<file path="config.mk">
export PLATFORM = sky130hd
export DESIGN_NAME = pidl_mul
export DESIGN_NICKNAME = d
export VERILOG_FILES = /design/src/rtl/core/pid_controller_with_limits_macros.svh /design/src/rtl/core/pidl_mul.sv
export SDC_FILE = /design/constraint.sdc
export NUM_CORES = 2
export LEC_CHECK = 0
export BUFFER_PORTS_ARGS = -buffer_cell sky130_fd_sc_hd__buf_2
export CORE_MARGIN = 3
export CORE_UTILIZATION = 25
export DETAILED_ROUTE_END_ITERATION = 8
export HOLD_SLACK_MARGIN = 0.12
export PLACE_DENSITY_LB_ADDON = 0.15
export SYNTH_ARGS = -nofsm -noshare
export SYNTH_HDL_FRONTEND = slang
export SYNTH_SLANG_ARGS = --single-unit
</file>
<file path="constraint.sdc">
create_clock -name clk -period 16.97 [get_ports clk]
set_clock_uncertainty 0.1 [all_clocks]
set_input_delay 1.697 -clock clk [delete_from_list [all_inputs] [get_ports clk]]
set_output_delay 1.697 -clock clk [all_outputs]
set_load 0.01 [all_outputs]
</file>
<file path="src/rtl/core/pid_controller_with_limits_macros.svh">
// ----------------------------------------------------------------------------
// PID controller assertion macros
// Shared concurrent assertion forms for the controller RTL.
// ----------------------------------------------------------------------------
`ifndef PID_CONTROLLER_WITH_LIMITS_MACROS_SVH
`define PID_CONTROLLER_WITH_LIMITS_MACROS_SVH
`ifndef ASSERT_OFF
// same-cycle implication
`define PIDL_ASSERT_IMPL(label, clk, rst_n, a, b) \
	label: assert property (@(posedge clk) disable iff (!rst_n) (a) |-> (b)) \
		else $error("assertion failed");
// next-cycle implication
`define PIDL_ASSERT_NEXT(label, clk, rst_n, a, b) \
	label: assert property (@(posedge clk) disable iff (!rst_n) (a) |=> (b)) \
		else $error("assertion failed");
`else
`define PIDL_ASSERT_IMPL(label, clk, rst_n, a, b)
`define PIDL_ASSERT_NEXT(label, clk, rst_n, a, b)
`endif
`endif

</file>
<file path="src/rtl/core/pidl_mul.sv">
// ----------------------------------------------------------------------------
// PID controller shared multiplier
// Signed 33x33 multiply with registered product.
// ----------------------------------------------------------------------------
module pidl_mul (
	input  logic                clk,
	input  logic                en,
	input  logic signed [32:0]  a,
	input  logic signed [32:0]  b,
	output logic signed [65:0]  prod_q
);

	always_ff @(posedge clk) begin
		if (en) begin
			prod_q <= a * b;
		end
	end

endmodule

</file>
## After elaboration in Yosys (flattened, before gate mapping)

Index checks and enable logic that the tools add are counted.

- Multipliers: 1

Operators by type and width:

| operator | number |
|---|---|
| multiplier 33 x 33 -> 66 bit | 1 |

- Register bits: 66
- Output and inout bits: 66
- Bits of input ports: 68

## Depth between registers and ports, before layout

- Depth after elaboration: 1
- Depth in mapped cells: 27

## Least setup slack after synthesis

Ideal clock, no wire load.

- Path type: input port to flip-flop
- From: input port a[32]
- To: register prod_q[62] (data pin)
- Arrival: 8.793 ns
- Path buffers: 2
- Stages: 23
- Slack: 7.808 ns
- Library setup time: 0.269 ns
- Cells stage by stage: clkbuf_1 nand2_1 inv_1 fa_1 fa_1 fa_1 fa_1 fa_1 fa_1 fa_1 inv_1 fa_1 inv_1 ha_1 clkbuf_1 and3_1 nand3_1 nand2b_1 a2111oi_4 a211oi_4 a21o_2 a211oi_2 a211oi_2

- Longest elaborated chain between the ends: 1

RTL lines:

| item | RTL line | RTL |
|---|---|---|
| start: declaration | pidl_mul.sv:8 | `input logic signed [32:0] a,` |
| multiplier 33 x 33 -> 66 bit | pidl_mul.sv:15 | `prod_q <= a * b;` |
| end signal: assignment | pidl_mul.sv:15 |  |
| end: declaration | pidl_mul.sv:10 | `output logic signed [65:0] prod_q` |

Every way passes these cells.
A chain may end at the register's enable or synchronous reset.

## Worst setup path in the final report

- From: input port b[9]
- To: register prod_q[64] (data pin)

- Longest elaborated chain between the ends: 1

RTL lines:

| item | RTL line | RTL |
|---|---|---|
| start: declaration | pidl_mul.sv:9 | `input logic signed [32:0] b,` |
| multiplier 33 x 33 -> 66 bit | pidl_mul.sv:15 |  |

Every way passes these cells.

==> run metrics <==
Post-CTS Setup Inserts 0; synthesized-area fraction occupied by adder cells 61.9%; Worst Slack Setup Final 6.83 ns; synthesized netlist cell count 4,338; # IOs 134; Max-Cap Viols 0; Sink Count 66; Pre-antenna DRT Iters 5; vias in the first global route 32,303; via count 28,354; share of post-route cells with drive strength above 1 5.27%; Unique masters post-synth 80; CTS tree yes; Mapped Area 41,400 um^2; CP Capture Type register; fmax 98.6 MHz; crit path kind in2reg; WP data arrival 10.21 ns; CP required 17.05 ns; Resize count post-CTS 0; Seq cells post-synth 66; Clock transition at path regs 0.06 ns; remaining antenna violation count after routing 0; grt ovf 0; Initial DRC Count 1,251; worst slew pin tran 1.10 ns; Final period util 59.7%; Synth Net Count 5,768; vias per cell 4.36; GRT Overall Usage 16.8%; Setup TNS 0 ns; largest family of logic cells by synthesized area adder cells; area of the core 164,000 um^2; fin nets 5,733; most common cell after layout, fill and taps aside fa_1; clk root buf clkbuf_16; critical path peak fanout 34; final setup vio count 0; # port buffers 133; H-tree Lvls 3; DIE AREA 170,000 um^2; minimum clock period 10.14 ns; CTS buffer count 9; die height 413 um; post-synthesis mux area share 0%; final wirelength 139 mm; Simple-Gate Fraction of Synth Area 15.5%; Fin. Hold Viols 0; EDFF count, synth 66; DRC viols 0; Setup WS pre-CTS 6.51 ns; HP Class in2reg; row count 148; CTS Hold Bufs 0; synthesized area per cell 9.54 um^2; Detail Placement HPWL 110 mm; top flop regs prod_q: 66 flops; Setup crit start kind primary input; wire per inst 21.4 um; Reg with most FFs prod_q; initial antenna violation count 18; largest net degree at the start of global routing 43; Synth Flop Type edfxtp_1; RSZ-0062 raised after global routing false; status completed; ys async rst share 0%; Compound-Gate Fraction of Synth Area 4.00%; Syn-to-layout area delta 7.81%; register area share after synthesis 4.79%; XOR/XNOR Fraction of Synth Area 1.44%; max_slew headroom 26.9%; most frequent cells in the layout fa_1, inv_1, and2_1; maximum buffer depth of the clock tree 2; Die Wd 413 um; max FFs per register 66; Final Slew Violations 0; RD Place Congestion 0.820; global-route wire length before repair 211 mm; initial core utilization 25.3%; YS warnings 0
[metal layers]
| layer | wire length [um] | track usage (%) |
|---|---|---|
| met5 | 13 | 0 |
| met3 | 4710 | 1.49 |
| met2 | 75300 | 31.6 |
| met4 | 4570 | 4.58 |
| met1 | 54700 | 20.2 |
[synth_stat cells (all sizes together), types with 5 or more instances]
cell    number  area (um^2)
fa        1145        22900
inv       1131         4250
and2       563         3520
nand2      551         2070
ha         217         2720
clkbuf     208          781
nor2        68          255
edfxtp      66         1980
a21oi       61          328
xnor2       43          377
a21o        38          288
o21ai       33          173
nand3       26          135
xor2        25          219
buf         13         70.1
nand2b      12         75.1
nand4       12         81.3
a211oi      11          110
o21bai      11         82.6
a31oi        9         62.6
nor3         7         35.0
o31ai        7          104
a211o        6         52.6
and3         6         42.5
o21a         6         45.0
and4         5         43.8
nor2b        5         31.3
o211ai       5         51.3
[layout make-up]
cell class | count | area, um^2
timing repair buffer | 175 | 983
clock buffer | 9 | 225
fill | 17655 | 119000
antenna | 15 | 37.5
multi-input combinational | 2920 | 34300
inverter | 1131 | 4250
tap | 2175 | 2720
clock inverter | 7 | 116
sequential | 66 | 1980
[through the flow]
step | util, % | cell area, um^2 | cells | hold WS (ns)
after floorplan | - | 41400 | 4338 | 1.71
after global placement | 27.0 | 44200 | 6467 | 2.01
after detailed placement | 27.0 | 44200 | 6467 | 2.01
after CTS | 27.2 | 44600 | 6483 | 1.64
after global routing | 27.2 | 44600 | 6483 | 1.66
final | 27.3 | 44600 | 6498 | 1.67
[cell families after synthesis]
group                      Yosys count
AOI/OAI and AO/OA                  219
xor gates and xnor gates            68
adders and majority gates         1362
buffers and inverters             1352
DFF                                 66
and+or+nand+nor                   1271
[worst paths after layout]
kind,from,end,cells after the start
max,b[9],prod_q[64]$_DFFE_PP_,20
min,en,prod_q[6]$_DFFE_PP_,1
[critical path: stages]
cell and delay [ns]:
buf_2 0.78, nand2_1 0.30, fa_1 0.74, fa_1 0.48
fa_1 0.58, inv_1 0.07, fa_1 1.21, fa_1 0.59
fa_1 0.50, fa_1 0.49, inv_1 0.05, fa_1 0.47
inv_1 0.05, ha_1 0.45, nand4_1 0.25, nor3_1 0.58
o311ai_4 0.33, nand3_2 0.22, a211oi_1 0.10, a311oi_1 0.27
Power is not shown: default switching activity piles up to over one toggle a cycle in this logic, so the estimate is an artifact.
