**src/rtl/core/pid_controller_with_limits_macros.svh**
```systemverilog
// ----------------------------------------------------------------------------
// PID controller assertion macros
// Shared concurrent assertion forms for the controller RTL.
// ----------------------------------------------------------------------------
`ifndef PID_CONTROLLER_WITH_LIMITS_MACROS_SVH
`define PID_CONTROLLER_WITH_LIMITS_MACROS_SVH
`ifndef ASSERT_OFF
// same-cycle implication
`define PIDL_ASSERT_IMPL(label, clk, rst_n, a, b) \
	label: assert property (@(posedge clk) disable iff (!rst_n) (a) |-> (b)) \
		else $error("assertion failed");
// next-cycle implication
`define PIDL_ASSERT_NEXT(label, clk, rst_n, a, b) \
	label: assert property (@(posedge clk) disable iff (!rst_n) (a) |=> (b)) \
		else $error("assertion failed");
`else
`define PIDL_ASSERT_IMPL(label, clk, rst_n, a, b)
`define PIDL_ASSERT_NEXT(label, clk, rst_n, a, b)
`endif
`endif

```
**src/rtl/core/pidl_pkg.sv**
```systemverilog
// ----------------------------------------------------------------------------
// PID controller package
// Types, register map and constants shared by the controller modules.
// ----------------------------------------------------------------------------
package pidl_pkg;

	localparam int DATA_W = 32;
	localparam int ADDR_W = 5;
	localparam int DIV_W  = 64;

	localparam logic [15:0] DEADBAND_Q16    = 16'd655;
	localparam logic [8:0]  BANG_FRACTION_Q8 = 9'd230;
	localparam logic [8:0]  SOFT_FRACTION_Q8 = 9'd26;
	localparam logic [15:0] STEP_PERIOD_RST = 16'd65;

	// register indexes (byte address / 4)
	localparam logic [2:0] REG_GAIN_P           = 3'd0;
	localparam logic [2:0] REG_GAIN_I           = 3'd1;
	localparam logic [2:0] REG_GAIN_D           = 3'd2;
	localparam logic [2:0] REG_STEP_PERIOD      = 3'd3;
	localparam logic [2:0] REG_INTEGRAL_LIMIT   = 3'd4;
	localparam logic [2:0] REG_DERIVATIVE_LIMIT = 3'd5;
	localparam logic [2:0] REG_OUTPUT_LIMIT     = 3'd6;

	typedef struct packed {
		logic signed [31:0] gain_p;
		logic signed [31:0] gain_i;
		logic signed [31:0] gain_d;
		logic [15:0]        step_period;
		logic [15:0]        integral_limit;
		logic [15:0]        derivative_limit;
		logic [15:0]        drive_limit;
	} cfg_t;

	typedef struct packed {
		logic busy;
		logic done;
	} div_stat_t;

endpackage

```
**src/rtl/core/pidl_div.sv**
```systemverilog
// ----------------------------------------------------------------------------
// PID controller serial divider
// Restoring unsigned divide, one quotient bit per cycle.
// ----------------------------------------------------------------------------
module pidl_div (
	input  logic                          clk,
	input  logic                          arst_n,
	input  logic                          start,
	input  logic [pidl_pkg::DIV_W-1:0]    dividend,
	input  logic [15:0]                   divisor,
	output logic [pidl_pkg::DIV_W-1:0]    quotient,
	output pidl_pkg::div_stat_t           stat
);

	logic [pidl_pkg::DIV_W-1:0]         quo_q;
	logic [15:0]                        rem_q;
	logic [$clog2(pidl_pkg::DIV_W)-1:0] cnt_q;
	logic                               busy_q;
	logic                               done_q;
	logic [16:0]                        trial;
	logic [17:0]                        dif;
	logic                               ge;

	assign trial = {rem_q, quo_q[pidl_pkg::DIV_W-1]};
	assign dif   = {1'b0, trial} - {2'b00, divisor};
	assign ge    = !dif[17];

	always_ff @(posedge clk or negedge arst_n) begin
		if (!arst_n) begin
			cnt_q  <= '0;
			busy_q <= 1'b0;
			done_q <= 1'b0;
		end else if (start) begin
			cnt_q  <= '0;
			busy_q <= 1'b1;
			done_q <= 1'b0;
		end else if (busy_q) begin
			cnt_q <= cnt_q + 1'b1;
			if (&cnt_q) begin
				busy_q <= 1'b0;
				done_q <= 1'b1;
			end
		end else begin
			done_q <= 1'b0;
		end
	end

	always_ff @(posedge clk) begin
		if (start) begin
			quo_q <= dividend;
			rem_q <= '0;
		end else if (busy_q) begin
			quo_q <= {quo_q[pidl_pkg::DIV_W-2:0], ge};
			rem_q <= ge ? dif[15:0] : trial[15:0];
		end
	end

	assign quotient  = quo_q;
	assign stat.busy = busy_q;
	assign stat.done = done_q;

endmodule

```
**config.mk**
```make
export PLATFORM = sky130hd
export DESIGN_NAME = pidl_div
export DESIGN_NICKNAME = d
export VERILOG_FILES = /design/src/rtl/core/pid_controller_with_limits_macros.svh /design/src/rtl/core/pidl_pkg.sv /design/src/rtl/core/pidl_div.sv
export SDC_FILE = /design/constraint.sdc
export NUM_CORES = 1
export LEC_CHECK = 0
export BUFFER_PORTS_ARGS = -buffer_cell sky130_fd_sc_hd__buf_2
export CAP_MARGIN = 20
export CELL_PAD_IN_SITES_DETAIL_PLACEMENT = 0
export CELL_PAD_IN_SITES_GLOBAL_PLACEMENT = 1
export CORE_ASPECT_RATIO = 1.4
export CORE_MARGIN = 8
export CORE_UTILIZATION = 38
export DETAILED_ROUTE_END_ITERATION = 16
export PLACE_DENSITY = 0.8
export SYNTH_ARGS = -nofsm -noshare
export SYNTH_HDL_FRONTEND = slang
export SYNTH_SLANG_ARGS = --single-unit
export TNS_END_PERCENT = 50
```
**constraint.sdc**
```tcl
create_clock -name clk -period 3.5 [get_ports clk]
set_clock_uncertainty 0.15 [all_clocks]
set_input_delay 0.7 -clock clk [delete_from_list [all_inputs] [get_ports clk]]
set_output_delay 0.7 -clock clk [all_outputs]
set_load 0.05 [all_outputs]
```
; ---- Word-level counts from Yosys, hierarchy flattened
; Index checks and enable logic that the tools add are counted.
[totals]
regBits = 88
output_inout_bits = 66
input_bits = 83
romBits = 0
wordCells = 22
latch_bits = 0
memories = 0
ram_bits = 0
[op_classes]
shifts = 0
bitwise_logic = 0
addsub = 2
n_div = 0
reduce_logical = 3
muxes = 11
order_cmp = 0
n_mul = 0
eq_ne = 1
[op_table]
columns = operator, n
row1 = 64-bit 2-to-1 mux, 2
row2 = 17-bit by 16-bit subtractor with 18-bit output, 1
row3 = 16-bit 2-to-1 mux, 1
row4 = 6-bit 2-to-1 mux, 2
row5 = 6-bit by 1-bit adder with 6-bit output (second input constant), 1
row6 = 1-bit 2-to-1 mux, 6
row7 = 6-bit AND reduction, 1
row8 = 3-bit by 2-bit != test with 1-bit output (second input constant), 1
row9 = 2-bit nonzero test, 1
row10 = 1-bit zero test, 1

; ---- Logic depth before layout (Yosys ltp)
[logic_depth]
depth_word = 4
mapped_depth = 11
mapped_depth_nobuf = 11

; ---- Least setup slack after synthesis
; No wires, ideal clock.
[synth_timing]
path_type = input to register
start = input port start
end = register quo_q (netlist bit quotient[0]), enable pin
arrival_ns = 2.434
cell_stages = 4
n_path_buf = 3
setup_time_ns = 0.394
setup_slack_ns = 0.522
required_time_ns = 2.956
cell_sequence = clkbuf_1 -> clkbuf_1 -> buf_1 -> or2_2
[synth_between]
elab_chain_cells = 1
[synth_rtl]
columns = element, line_no
row1 = "start, declared", pidl_div.sv:8  ; input logic start,
row2 = 2-bit nonzero test (no source line), -
row3 = "end signal, assigned", pidl_div.sv:50  ; quo_q <= dividend;
row4 = "end signal, assigned", pidl_div.sv:53  ; quo_q <= {quo_q[pidl_pkg::DIV_W-2:0], ge};
row5 = "end, declared", pidl_div.sv:15  ; logic [pidl_pkg::DIV_W-1:0] quo_q;
; No other way between the ends.
; A chain may end at the register's enable or synchronous reset.

; ---- Worst setup path in the final report
[layout_timing]
start = register quo_q (netlist bit quotient[63])
end = register rem_q[14]
[layout_between]
elab_chain_cells = 2
[layout_rtl]
columns = element, line_no
row1 = 17-bit by 16-bit subtractor with 18-bit output, pidl_div.sv:25  ; assign dif = {1'b0, trial} - {2'b00, divisor};
row2 = 16-bit 2-to-1 mux, pidl_div.sv:54  ; rem_q <= ge ? dif[15:0] : trial[15:0];
row3 = "end signal, assigned", pidl_div.sv:54
row4 = "end, declared", pidl_div.sv:16  ; logic [15:0] rem_q;
; No other way between the ends.

==> results.toml <==
[logic_synthesis]
syn_avg_cell_area_um2 = 12.1
ys_seq_area_share_pct = 53.3
synth-seq-cells = 88
synth_cells = 379
synth_area_um2 = 4590
yosys_warnings = 0
synthFlopType = "edfxtp_1"
synth_edf_count = 64
synth_cell_types = 53
syn_nets = 480
synthArstFlopShare_pct = 9.09

[global_routing]
antenna_found_initial = 0
grt_max_degree = 65
globalRouteTotalUtil_pct = 14.5
grt_pass1_wl_um = 18400
overflow = 0
grt_pass1_vias = 3498

[flow_run]
cap_violations = 0

[worst_setup_path]
slowest_stage = "edfxtp_1"
crit_path_frequent_cell = "inv_1"
end_kind = "flop"
path_class = "reg -> reg"
path_cells = "inv_1 -> ha_1 -> inv_1 -> fa_1 -> a211oi_1 -> o21bai_1 -> a211o_1 -> a31oi_1 -> xnor2_1 -> nand2_1 -> a311oi_1"
max_stage_delay_ns = 0.44
cp.arrival_ns = 3.13
crit_required_ns = 3.59
crit_fanout = 4
startpoint_type = "flop"

[floorplanning]
rows = 47
dieArea_um2 = 15900
coreArea_um2 = 11800
die_height_um = 146
start_util_pct = 38.8
fp.dieW_um = 109
io_pins = 149

[timing]
period_share_pct = 86.9
rsz0062_at_grt = "no"
fin_tns_setup_ns = 0
min_period_ns = 3.04
hold_viol = 0
setup_violations = 0
fmax_mhz = 329
relSlewSlack_pct = 60.8
tightestPinTransition_ns = 0.588
finalMaxSlewViolations = 0

[min_path]
holdCritPathClass = "in -> async"

[power]
powerDensity_nw_per_um2 = 475
leakage_nw = 2.55
pwr-share-seq_pct = 46.1
pwr-share-clk_pct = 32.5
ir_worst_vdd_uv = 251
p_switching_mw = 0.856
p_sw_share_pct = 31.2
combPwrFrac_pct = 21.4
p_total_mw = 2.74
p_int_mw = 1.88

[cts]
clk_latency_ns = 0.33
cts.sinks = 88
cts_root_buffer = "clkbuf_16"
h-tree-depth = 3
numCtsBuffers = 9
ctsResizeCount = 0
clockBufferDepth = 2
tritoncts = "yes"
clk_pin_slew_ns = 0.07
cts_setup_buffers = 0
cts-hold-fix-buffers = 0

[finish]
syn2layout_area_growth_pct = 25.6
fin_cells = 675
nets = 624
fin_area_um2 = 5760
final_layout_size_suffix_gt1_share_pct = 45.5
diodes = 0

[placed_design]
placedCellCount = 659
place.gp.congestion = 0.850
dpl_cell_area_um2 = 5480
hpwl_um = 9050
io_buffers = 148

[status]
status = "finished clean"

[route]
first_iter_violations = 153
dr.pass1.iters = 4
wl_per_cell_um = 17.2
drcViolationCount = 0
dr_total_vias = 3457
vias_per_cell = 5.12
drt-total-wl_um = 11600
ant_nets = 0
-- worst max-delay path, delay by kind of cell (launching register included) --
family	cells	cell delay [ns]
xor+xnor	1	0.15
buf+inv	2	0.14
compound gates	5	1.42
simple gates	1	0.07
flops	1	0.44
fa+ha+maj	2	0.57
-- sequential cells by signal (all words and copies together), names as in the netlist --
register,cells
cnt_q,6
busy_q,1
done_q,1
quotient,64
rem_q,16
-- Yosys cell counts (3+ instances only) --
cell | instances | area (µm²)
xor2_1 | 6 | 52.6
dfxtp_1 | 16 | 320
clkbuf_1 | 14 | 52.6
and3_1 | 3 | 18.8
nand2_1 | 32 | 120
dfrtp_1 | 8 | 200
a211oi_1 | 3 | 22.5
nor2_1 | 27 | 101
nor3_1 | 5 | 25.0
a311oi_1 | 10 | 87.6
a211o_1 | 3 | 26.3
ha_1 | 17 | 213
a21o_1 | 4 | 30.0
mux2i_1 | 5 | 50.1
edfxtp_1 | 64 | 1920
o21a_1 | 3 | 22.5
nor2b_1 | 3 | 18.8
xnor2_1 | 7 | 61.3
inv_1 | 22 | 82.6
mux2_2 | 64 | 721
o21ai_0 | 5 | 25.0
a21oi_1 | 16 | 80.1
buf_4 | 3 | 22.5
a31oi_1 | 3 | 18.8
-- logic make-up after synthesis --
group / after synthesis / share of synthesized area [%]
xor+xnor: 13 / 2.48
fa+ha+maj: 18 / 5.07
buf+inv: 42 / 3.85
simple gates: 88 / 9.09
compound gates: 61 / 9.44
flops: 88 / 53.3
mux: 69 / 16.8
-- metal layers --
| metal | wire (µm) | track usage [%] |
|---|---|---|
| met3 | 1180 | 4.52 |
| met4 | 163 | 4.40 |
| met5 | 0 | 0 |
| met1 | 4880 | 18.3 |
| met2 | 5360 | 23.1 |
-- power groups by stage --
stage / Combinational, mW / Clock, mW / Sequential (mW)
floorplan: 0.155 / 0 / 1.55
global placement: 0.586 / 0 / 1.28
detailed placement: 0.592 / 0 / 1.29
CTS: 0.594 / 0.918 / 1.26
global route: 0.625 / 0.960 / 1.27
finish: 0.586 / 0.890 / 1.26
-- worst paths after layout --
path / startpoint / to / slack (ns) / cells after the start
worst max-delay path: quotient[63]$_DFFE_PP_ / rem_q[14]$_SDFFE_PP0P_ / 0.46 / 11
min in group clk: rem_q[13]$_SDFFE_PP0P_ / rem_q[14]$_SDFFE_PP0P_ / 0.35 / 2
worst min register to register: rem_q[13]$_SDFFE_PP0P_ / rem_q[14]$_SDFFE_PP0P_ / 0.35 / 2
max in group asynchronous: arst_n / cnt_q[4]$_DFFE_PN0P_ / 2.99 / 1
worst min-delay path: arst_n / cnt_q[0]$_DFFE_PN0P_ / 0.05 / 1
worst max register to register: quotient[63]$_DFFE_PP_ / rem_q[14]$_SDFFE_PP0P_ / 0.46 / 11
-- layout by cell type (no fill, tap or decap), types with 6 or more instances in the layout --
cell / netlist / layout
edfxtp_1: 64 / 64
nand2_1: 32 / 32
mux2_2: 64 / 64
buf_2: 0 / 147
xnor2_1: 7 / 7
ha_1: 17 / 17
nor2_1: 27 / 27
dfxtp_1: 16 / 16
inv_1: 22 / 22
a21oi_1: 16 / 16
dfrtp_1: 8 / 8
xor2_1: 6 / 6
clkbuf_16: 0 / 9
a311oi_1: 10 / 10
-- cell type report --
cell class / count / area [µm²]
inverter: 22 / 82.6
clock buffer: 9 / 225
timing repair buffer: 153 / 806
sequential: 88 / 2440
fill: 1082 / 6060
tap: 147 / 184
clock inverter: 7 / 55.1
multi-input combinational: 249 / 1970
-- through the flow --
step / hold slack, ns / utilization (%) / setup WS [ns]
6_report: 0.0452 / 48.7 / 0.459
3_5_place_dp: 0.344 / 46.4 / 0.112
4_1_cts: 0.0379 / 48.7 / 0.456
3_3_place_gp: 0.341 / 46.4 / 0.205
2_1_floorplan: 0.254 / - / 0.522
5_1_grt: 0.0533 / 48.7 / 0.178
(Power assumes the default switching activity.)
