--- config.mk ---
export PLATFORM = sky130hd
export DESIGN_NAME = pidl_regs
export DESIGN_NICKNAME = d
export VERILOG_FILES = /design/src/rtl/core/pid_controller_with_limits_macros.svh /design/src/rtl/core/pidl_pkg.sv /design/src/rtl/core/pidl_regs.sv
export SDC_FILE = /design/constraint.sdc
export NUM_CORES = 1
export LEC_CHECK = 0
export BUFFER_PORTS_ARGS = -buffer_cell sky130_fd_sc_hd__buf_4
export CORE_MARGIN = 3
export CORE_UTILIZATION = 51
export DETAILED_ROUTE_END_ITERATION = 10
export HOLD_SLACK_MARGIN = 0.08
export PLACE_DENSITY = 0.8
export SYNTH_ARGS = -nofsm -noshare
export SYNTH_HDL_FRONTEND = slang
export SYNTH_SLANG_ARGS = --single-unit
--- constraint.sdc ---
create_clock -name clk -period 1.4 [get_ports clk]
set_input_delay 0.14 -clock clk [delete_from_list [all_inputs] [get_ports clk]]
set_output_delay 0.14 -clock clk [all_outputs]
set_load 0.02 [all_outputs]
--- src/rtl/core/pid_controller_with_limits_macros.svh ---
// ----------------------------------------------------------------------------
// PID controller assertion macros
// Shared concurrent assertion forms for the controller RTL.
// ----------------------------------------------------------------------------
`ifndef PID_CONTROLLER_WITH_LIMITS_MACROS_SVH
`define PID_CONTROLLER_WITH_LIMITS_MACROS_SVH
`ifndef ASSERT_OFF
// same-cycle implication
`define PIDL_ASSERT_IMPL(label, clk, rst_n, a, b) \
	label: assert property (@(posedge clk) disable iff (!rst_n) (a) |-> (b)) \
		else $error("assertion failed");
// next-cycle implication
`define PIDL_ASSERT_NEXT(label, clk, rst_n, a, b) \
	label: assert property (@(posedge clk) disable iff (!rst_n) (a) |=> (b)) \
		else $error("assertion failed");
`else
`define PIDL_ASSERT_IMPL(label, clk, rst_n, a, b)
`define PIDL_ASSERT_NEXT(label, clk, rst_n, a, b)
`endif
`endif

--- src/rtl/core/pidl_pkg.sv ---
// ----------------------------------------------------------------------------
// PID controller package
// Types, register map and constants shared by the controller modules.
// ----------------------------------------------------------------------------
package pidl_pkg;

	localparam int DATA_W = 32;
	localparam int ADDR_W = 5;
	localparam int DIV_W  = 64;

	localparam logic [15:0] DEADBAND_Q16    = 16'd655;
	localparam logic [8:0]  BANG_FRACTION_Q8 = 9'd230;
	localparam logic [8:0]  SOFT_FRACTION_Q8 = 9'd26;
	localparam logic [15:0] STEP_PERIOD_RST = 16'd65;

	// register indexes (byte address / 4)
	localparam logic [2:0] REG_GAIN_P           = 3'd0;
	localparam logic [2:0] REG_GAIN_I           = 3'd1;
	localparam logic [2:0] REG_GAIN_D           = 3'd2;
	localparam logic [2:0] REG_STEP_PERIOD      = 3'd3;
	localparam logic [2:0] REG_INTEGRAL_LIMIT   = 3'd4;
	localparam logic [2:0] REG_DERIVATIVE_LIMIT = 3'd5;
	localparam logic [2:0] REG_OUTPUT_LIMIT     = 3'd6;

	typedef struct packed {
		logic signed [31:0] gain_p;
		logic signed [31:0] gain_i;
		logic signed [31:0] gain_d;
		logic [15:0]        step_period;
		logic [15:0]        integral_limit;
		logic [15:0]        derivative_limit;
		logic [15:0]        drive_limit;
	} cfg_t;

	typedef struct packed {
		logic busy;
		logic done;
	} div_stat_t;

endpackage

--- src/rtl/core/pidl_regs.sv ---
// ----------------------------------------------------------------------------
// PID controller register file
// APB-style configuration registers with read back.
// ----------------------------------------------------------------------------
module pidl_regs (
	input  logic                          clk,
	input  logic                          arst_n,
	input  logic                          psel,
	input  logic                          penable,
	input  logic                          pwrite,
	input  logic [pidl_pkg::ADDR_W-1:0]   paddr,
	input  logic [31:0]                   pwdata,
	output logic [31:0]                   prdata,
	output pidl_pkg::cfg_t                cfg
);

	logic [2:0] idx;
	logic       wr;

	assign idx = paddr[4:2];
	assign wr  = psel && penable && pwrite;

	always_ff @(posedge clk or negedge arst_n) begin
		if (!arst_n) begin
			// gains zero, step period at its reset value, limits zero
			cfg <= {96'd0, pidl_pkg::STEP_PERIOD_RST, 48'd0};
		end else if (wr) begin
			case (idx)
				pidl_pkg::REG_GAIN_P:           cfg.gain_p <= pwdata;
				pidl_pkg::REG_GAIN_I:           cfg.gain_i <= pwdata;
				pidl_pkg::REG_GAIN_D:           cfg.gain_d <= pwdata;
				pidl_pkg::REG_STEP_PERIOD:      cfg.step_period <= pwdata[15:0];
				pidl_pkg::REG_INTEGRAL_LIMIT:   cfg.integral_limit <= pwdata[15:0];
				pidl_pkg::REG_DERIVATIVE_LIMIT: cfg.derivative_limit <= pwdata[15:0];
				pidl_pkg::REG_OUTPUT_LIMIT:     cfg.drive_limit <= pwdata[15:0];
				default: ;
			endcase
		end
	end

	always_comb begin
		unique case (idx)
			pidl_pkg::REG_GAIN_P:           prdata = cfg.gain_p;
			pidl_pkg::REG_GAIN_I:           prdata = cfg.gain_i;
			pidl_pkg::REG_GAIN_D:           prdata = cfg.gain_d;
			pidl_pkg::REG_STEP_PERIOD:      prdata = {16'd0, cfg.step_period};
			pidl_pkg::REG_INTEGRAL_LIMIT:   prdata = {16'd0, cfg.integral_limit};
			pidl_pkg::REG_DERIVATIVE_LIMIT: prdata = {16'd0, cfg.derivative_limit};
			pidl_pkg::REG_OUTPUT_LIMIT:     prdata = {16'd0, cfg.drive_limit};
			default:                        prdata = 32'd0;
		endcase
	end

endmodule

=== Yosys cells after proc, flatten, opt, wreduce, memory -nomap -nowiden ===
Cells that the tools add are included.

* Equality and inequality tests: 6
* Multiplexer cells: 1
* Reductions and logical operators: 10

{| class="wikitable"
|+ Operator list
! cell !! count
|-
| case mux 32 bit (7 select lines) || 1
|-
| AND reduction 2 bit || 7
|-
| == test 3 bit, second input constant || 3
|-
| == test 3 x 2 -> 1 bit, second input constant || 2
|-
| == test 3 x 1 -> 1 bit, second input constant || 1
|-
| logical NOT 3 bit || 1
|-
| logical AND 1 bit || 2
|}

* Register bits: 160
* Input bits: 42
* Output and inout port bits: 192
* Logic and storage cells: 24

=== Depth between registers and ports, before layout ===
* Depth after elaboration: 3
* Depth in mapped cells: 5
* Mapped depth without buffers: 3

=== Worst setup path before layout ===
OpenSTA, ideal clock, no wires.

* Path type: in2out
* From: input paddr[2] (netlist bit)
* To: output prdata[11]
* Arrival: 1.321 ns
* Data required time: 1.260 ns
* Path slack: -0.061 ns
* Stages: 5
* Path buffers: 2
* Cell sequence: buf_2 > buf_2 > mux2i_1 > or2_2 > a31oi_1

* Word-level cells in the longest chain between the ends: 2
* Elaborated cells on any way between the ends: 8
* Classes of those cells: eq/ne: 6; mux: 1; reduce/logical: 1

{| class="wikitable"
|+ RTL lines
! element !! RTL line !! source
|-
| start: declaration || pidl_regs.sv:11 || <nowiki>input logic [pidl_pkg::ADDR_W-1:0] paddr,</nowiki>
|-
| == test 3 bit (tied with other cells) || pidl_regs.sv:42 || <nowiki>unique case (idx)</nowiki>
|-
| case mux 32 bit (7 select lines) * || pidl_regs.sv:42 ||
|-
| end: declaration || pidl_regs.sv:13 || <nowiki>output logic [31:0] prdata,</nowiki>
|}

Every way passes the cells marked *; elsewhere a longest branch is shown, timed or not.

=== Worst setup path in the final report ===
* From: register cfg[109] (netlist bit)
* To: output prdata[13]

* Word-level cells in the longest chain between the ends: 1

{| class="wikitable"
|+ RTL lines
! element !! RTL line !! source
|-
| start: declaration || pidl_regs.sv:14 || <nowiki>output pidl_pkg::cfg_t cfg</nowiki>
|-
| start signal: assignment || pidl_regs.sv:26 || <nowiki>cfg <= {96'd0, pidl_pkg::STEP_PERIOD_RST, 48'd0};</nowiki>
|-
| case mux 32 bit (7 select lines) || pidl_regs.sv:42 ||
|}

No other way between the ends.

==> impl_summary.txt <==
----------------------------------------------------
[STA]
  RSZ-0062 raised after global routing ... true
  Post-route setup TNS ... -5.39 ns
  Final setup violation count ... 32
  FMAX ... 587 MHz
  Fin Clk Skew ... 0 ns
  Share of the clock period used by the worst path after layout ... 122%
  Relative max-transition margin ... around 50%
  Final-report max-slew violation count ... 0
  Final critical-path setup slack ... -0.302 ns
  Worst slack on hold paths ... around 0.18 ns
  Worst-margin pin slew ... 0.747 ns
  Minimum clock period after layout ... 1.70 ns
  Number of failing hold endpoints at the final stage ... 0

[Logic synthesis]
  Post-synthesis average cell area ... 13.6 µm²
  Number of library cell types mapped by synthesis ... 28
  Number of nets in the synthesized netlist ... 589
  Warning count from the yosys run ... 0
  Total of flip-flops plus latches after synthesis ... 160
  Compound-gate portion of the synthesized area ... under 10%
  Largest family of logic cells by synthesized area ... multiplexers
  Xor-xnor portion of the synthesized cell area ... 0%
  Share of Yosys cell area claimed by the top area cell type ... 53.2%
  Adder and majority gate portion of the synthesized area ... 0%
  Area leader, netlist ... sky130_fd_sc_hd__dfrtp_1
  Mapped cell area ... 7430 µm²
  Sequential cell area fraction in the yosys report ... 53.9%
  Synthesized netlist cell count ... 547
  Simple-gate share of the synthesized area ... 6.33%
  Fraction of synthesized area in multiplexers ... 32.8%
  Dominant cells by area after synthesis ... sky130_fd_sc_hd__dfrtp_1 (53%), sky130_fd_sc_hd__mux2_2 (23%), sky130_fd_sc_hd__mux2i_1 (8.4%)

[Critical path]
  Worst-path fanout max ... 2
  Reg-to-reg critical path endpoint ... cfg[117]$_DFFE_PN0P_
  Register-to-register setup slack ... 0.33 ns
  Startpoint of the most critical setup path ... cfg[109]$_DFFE_PN0P_
  Setup crit end kind ... output port
  Worst Setup Path Type ... register to output port
  Startpoint of the worst-slack reg-to-reg timing path ... cfg[117]$_DFFE_PN0P_
  Data arrival, critical path ... approximately 1.6 ns
  Critical path destination ... prdata[13]
  Required @ worst endpoint ... 1.26 ns
  Cells on worst reg2reg path ... 3
  Launching element type of the critical path ... register

[Finish]
  Count of fill cells added during filler insertion ... 732
  Most frequent standard cell in the layout excluding fill and tap cells ... sky130_fd_sc_hd__buf_4
  Commonest non-fill, non-tap cells in the layout ... sky130_fd_sc_hd__buf_4 (340), sky130_fd_sc_hd__dfrtp_1 (158), sky130_fd_sc_hd__mux2_2 (151)
  Net count, final ... 977
  Fraction of final layout cells sized beyond drive strength 1 ... between 60 and 70%
  Multi-input logic area ... 3470 µm²
  Largest register by flop count ... cfg
  P&R area growth vs syn ... 56.8%
  Final Instance Count excl. Fillers ... 1128
  Final non-filler cell area ... 11700 µm²
  Register area ... approximately 4000 µm²
  Antenna Diode Count ... 0
  Number of flip-flops in the largest register ... 160
  Final design utilization ... 83.0%
  Biggest regs ... cfg: 160 flops

[Place]
  Worst setup slack before clock tree synthesis ... -0.231 ns
  Placed insts ... between 900 and 1000
  Cell area reported after detailed placement ... 9740 µm²
  Hpwl dp ... ~16000 µm
  Placer Congestion ... around 0.86
  Input/output buffers ... 231

[Flow run]
  Max-cap violations ... 0

[Floorplan]
  Top-Level Pins ... about 230
  Initial cell density of the core ... 52.9%
  Vertical die dimension ... 127 µm
  Number of placement rows ... 43
  Total Die Area ... around 16000 µm²
  Width of the die ... 127 µm
  Area of the core region ... 14000 µm²

[Pwr]
  Sw Ratio ... 32.3%
  Worst IR Drop VDD ... 1120 µV
  Portion of total power attributed to sequential cells ... a little over a third
  Total power density per cell area ... 1500 nW/µm²
  Portion of total power attributed to the clock network ... 28.4%
  P_int ... 11.8 mW
  Gate power share ... 35.7%
  NetSw ... roughly 5.6 mW
  Pleak ... between 5 and 6 nW
  Overall power of the completed layout ... around 17 mW

[Global routing]
  Total global-route track usage ... 29.5%
  Pin count of the biggest net entering global routing ... 43
  Initial antenna violation count ... 0
  First-pass GRT wire length ... 37000 µm
  Via count of the first global-routing pass ... 6628
  Remaining global-route overflow ... 0

[Detailed routing]
  Routed WL ... 24500 µm
  Remaining routing DRC violations ... 0
  Avg WL per Cell ... 21.7 µm
  DRT antenna net count ... 0
  First drt pass iteration count ... 5
  Iter 0 DRT Violations ... around 400
  Count of vias placed by the detailed router ... 6359
  Post-DR vias/cell ... roughly 5.6

[Run status]
  Failing checks ... negative setup slack
  Outcome ... finished with violations

[Clock tree]
  Clock transition at the registers of the reported paths ... 0.06 ns
  Clk_lat worst skew ... ~0.42 ns
  TritonCTS clock tree ... yes
  Clock buffers created by TritonCTS ... 17
  Clock tree sinks ... 160
  H-tree depth reported by CTS ... 4
  Maximum root-to-sink buffer count ... 2
  CTS Root Cell ... sky130_fd_sc_hd__clkbuf_16

[Min path]
  Type of the most critical hold path ... input pin to asynchronous set/reset pin

----------------------------------------------------
-- worst min-delay path by stage --
stage,to,slack [ns],start
after floorplan,cfg[0]$_DFFE_PN0P_,-0.16,arst_n
after global placement,cfg[102]$_DFFE_PN0P_,0.04,arst_n
after detailed placement,cfg[134]$_DFFE_PN0P_,0.04,arst_n
after CTS,cfg[134]$_DFFE_PN0P_,0.18,arst_n
after global routing,cfg[134]$_DFFE_PN0P_,0.21,arst_n
final,cfg[134]$_DFFE_PN0P_,0.18,arst_n
-- repair_timing --
item                                    CTS  global route
setup buffers                            69            27
hold buffers                             33             0
resized for setup                        41            20
endpoints found under the setup margin   32            33
endpoints found under the hold margin   320             0
pin swaps                                23            19
-- per-layer routing --
metal	up-vias	global-route usage, %	part of all wire (%)
met5	-	0	0
met4	0	10.5	2.5
met3	47	7.87	8.0
met2	305	51.0	51
met1	3246	35.7	39
li1	2761	-	-
-- kinds of logic (layout without fill, tap and decap cells) --
| kind of cell | Yosys count | in the layout |
|---|---|---|
| AOI/OAI and AO/OA | 49 | 49 |
| buffers and inverters | 33 | 434 |
| DFF | 160 | 160 |
| muxes | 223 | 223 |
| and+or+nand+nor | 82 | 82 |
-- Yosys cell counts --
cell                       count
sky130_fd_sc_hd__or2_2        23
sky130_fd_sc_hd__or2_1         8
sky130_fd_sc_hd__and4b_1       1
sky130_fd_sc_hd__o221ai_1      1
sky130_fd_sc_hd__clkbuf_1      5
sky130_fd_sc_hd__a22o_1       15
sky130_fd_sc_hd__nand4b_4      1
sky130_fd_sc_hd__a21oi_1      17
sky130_fd_sc_hd__nand2b_1      2
sky130_fd_sc_hd__buf_6         2
sky130_fd_sc_hd__nor2_4        1
sky130_fd_sc_hd__and2b_1       1
sky130_fd_sc_hd__buf_1         2
sky130_fd_sc_hd__mux2_1        9
sky130_fd_sc_hd__a31oi_1      16
sky130_fd_sc_hd__nor3_2        2
sky130_fd_sc_hd__dfstp_2       2
sky130_fd_sc_hd__nand2_1      32
sky130_fd_sc_hd__mux2_2      152
sky130_fd_sc_hd__nor2_2        4
sky130_fd_sc_hd__mux2i_1      62
sky130_fd_sc_hd__buf_2        14
sky130_fd_sc_hd__nor2b_1       3
sky130_fd_sc_hd__dfrtp_1     158
sky130_fd_sc_hd__nor2_1        2
sky130_fd_sc_hd__nor3b_1       1
sky130_fd_sc_hd__nand4_2       1
sky130_fd_sc_hd__buf_4        10
-- power groups by stage --
stage / Combinational (mW) / Sequential, mW / Clock, mW
2_1_floorplan: 1.56 / 7.34 / 0
3_3_place_gp: 4.89 / 6.36 / 0
3_5_place_dp: 4.99 / 6.42 / 0
4_1_cts: 5.88 / 6.22 / 4.99
5_1_grt: 6.57 / 6.35 / 5.21
6_report: 6.24 / 6.27 / 4.95
-- cell type report --
cell class,instances,share of cell area (%)
clock buffers,20,3.92
clock inverters,12,1.57
multi-input cells,354,29.7
flip-flops and latches,160,34.4
well taps,180,1.93
repair buffers,402,28.4
-- worst max-delay path: stages, from the launching register on --
cell	delay, ns
sky130_fd_sc_hd__dfrtp_1	0.40
sky130_fd_sc_hd__mux2i_2	0.11
sky130_fd_sc_hd__or2_1	0.25
sky130_fd_sc_hd__a31oi_1	0.21
sky130_fd_sc_hd__buf_4	0.17
No activity file was read; power rests on OpenSTA's default activity.
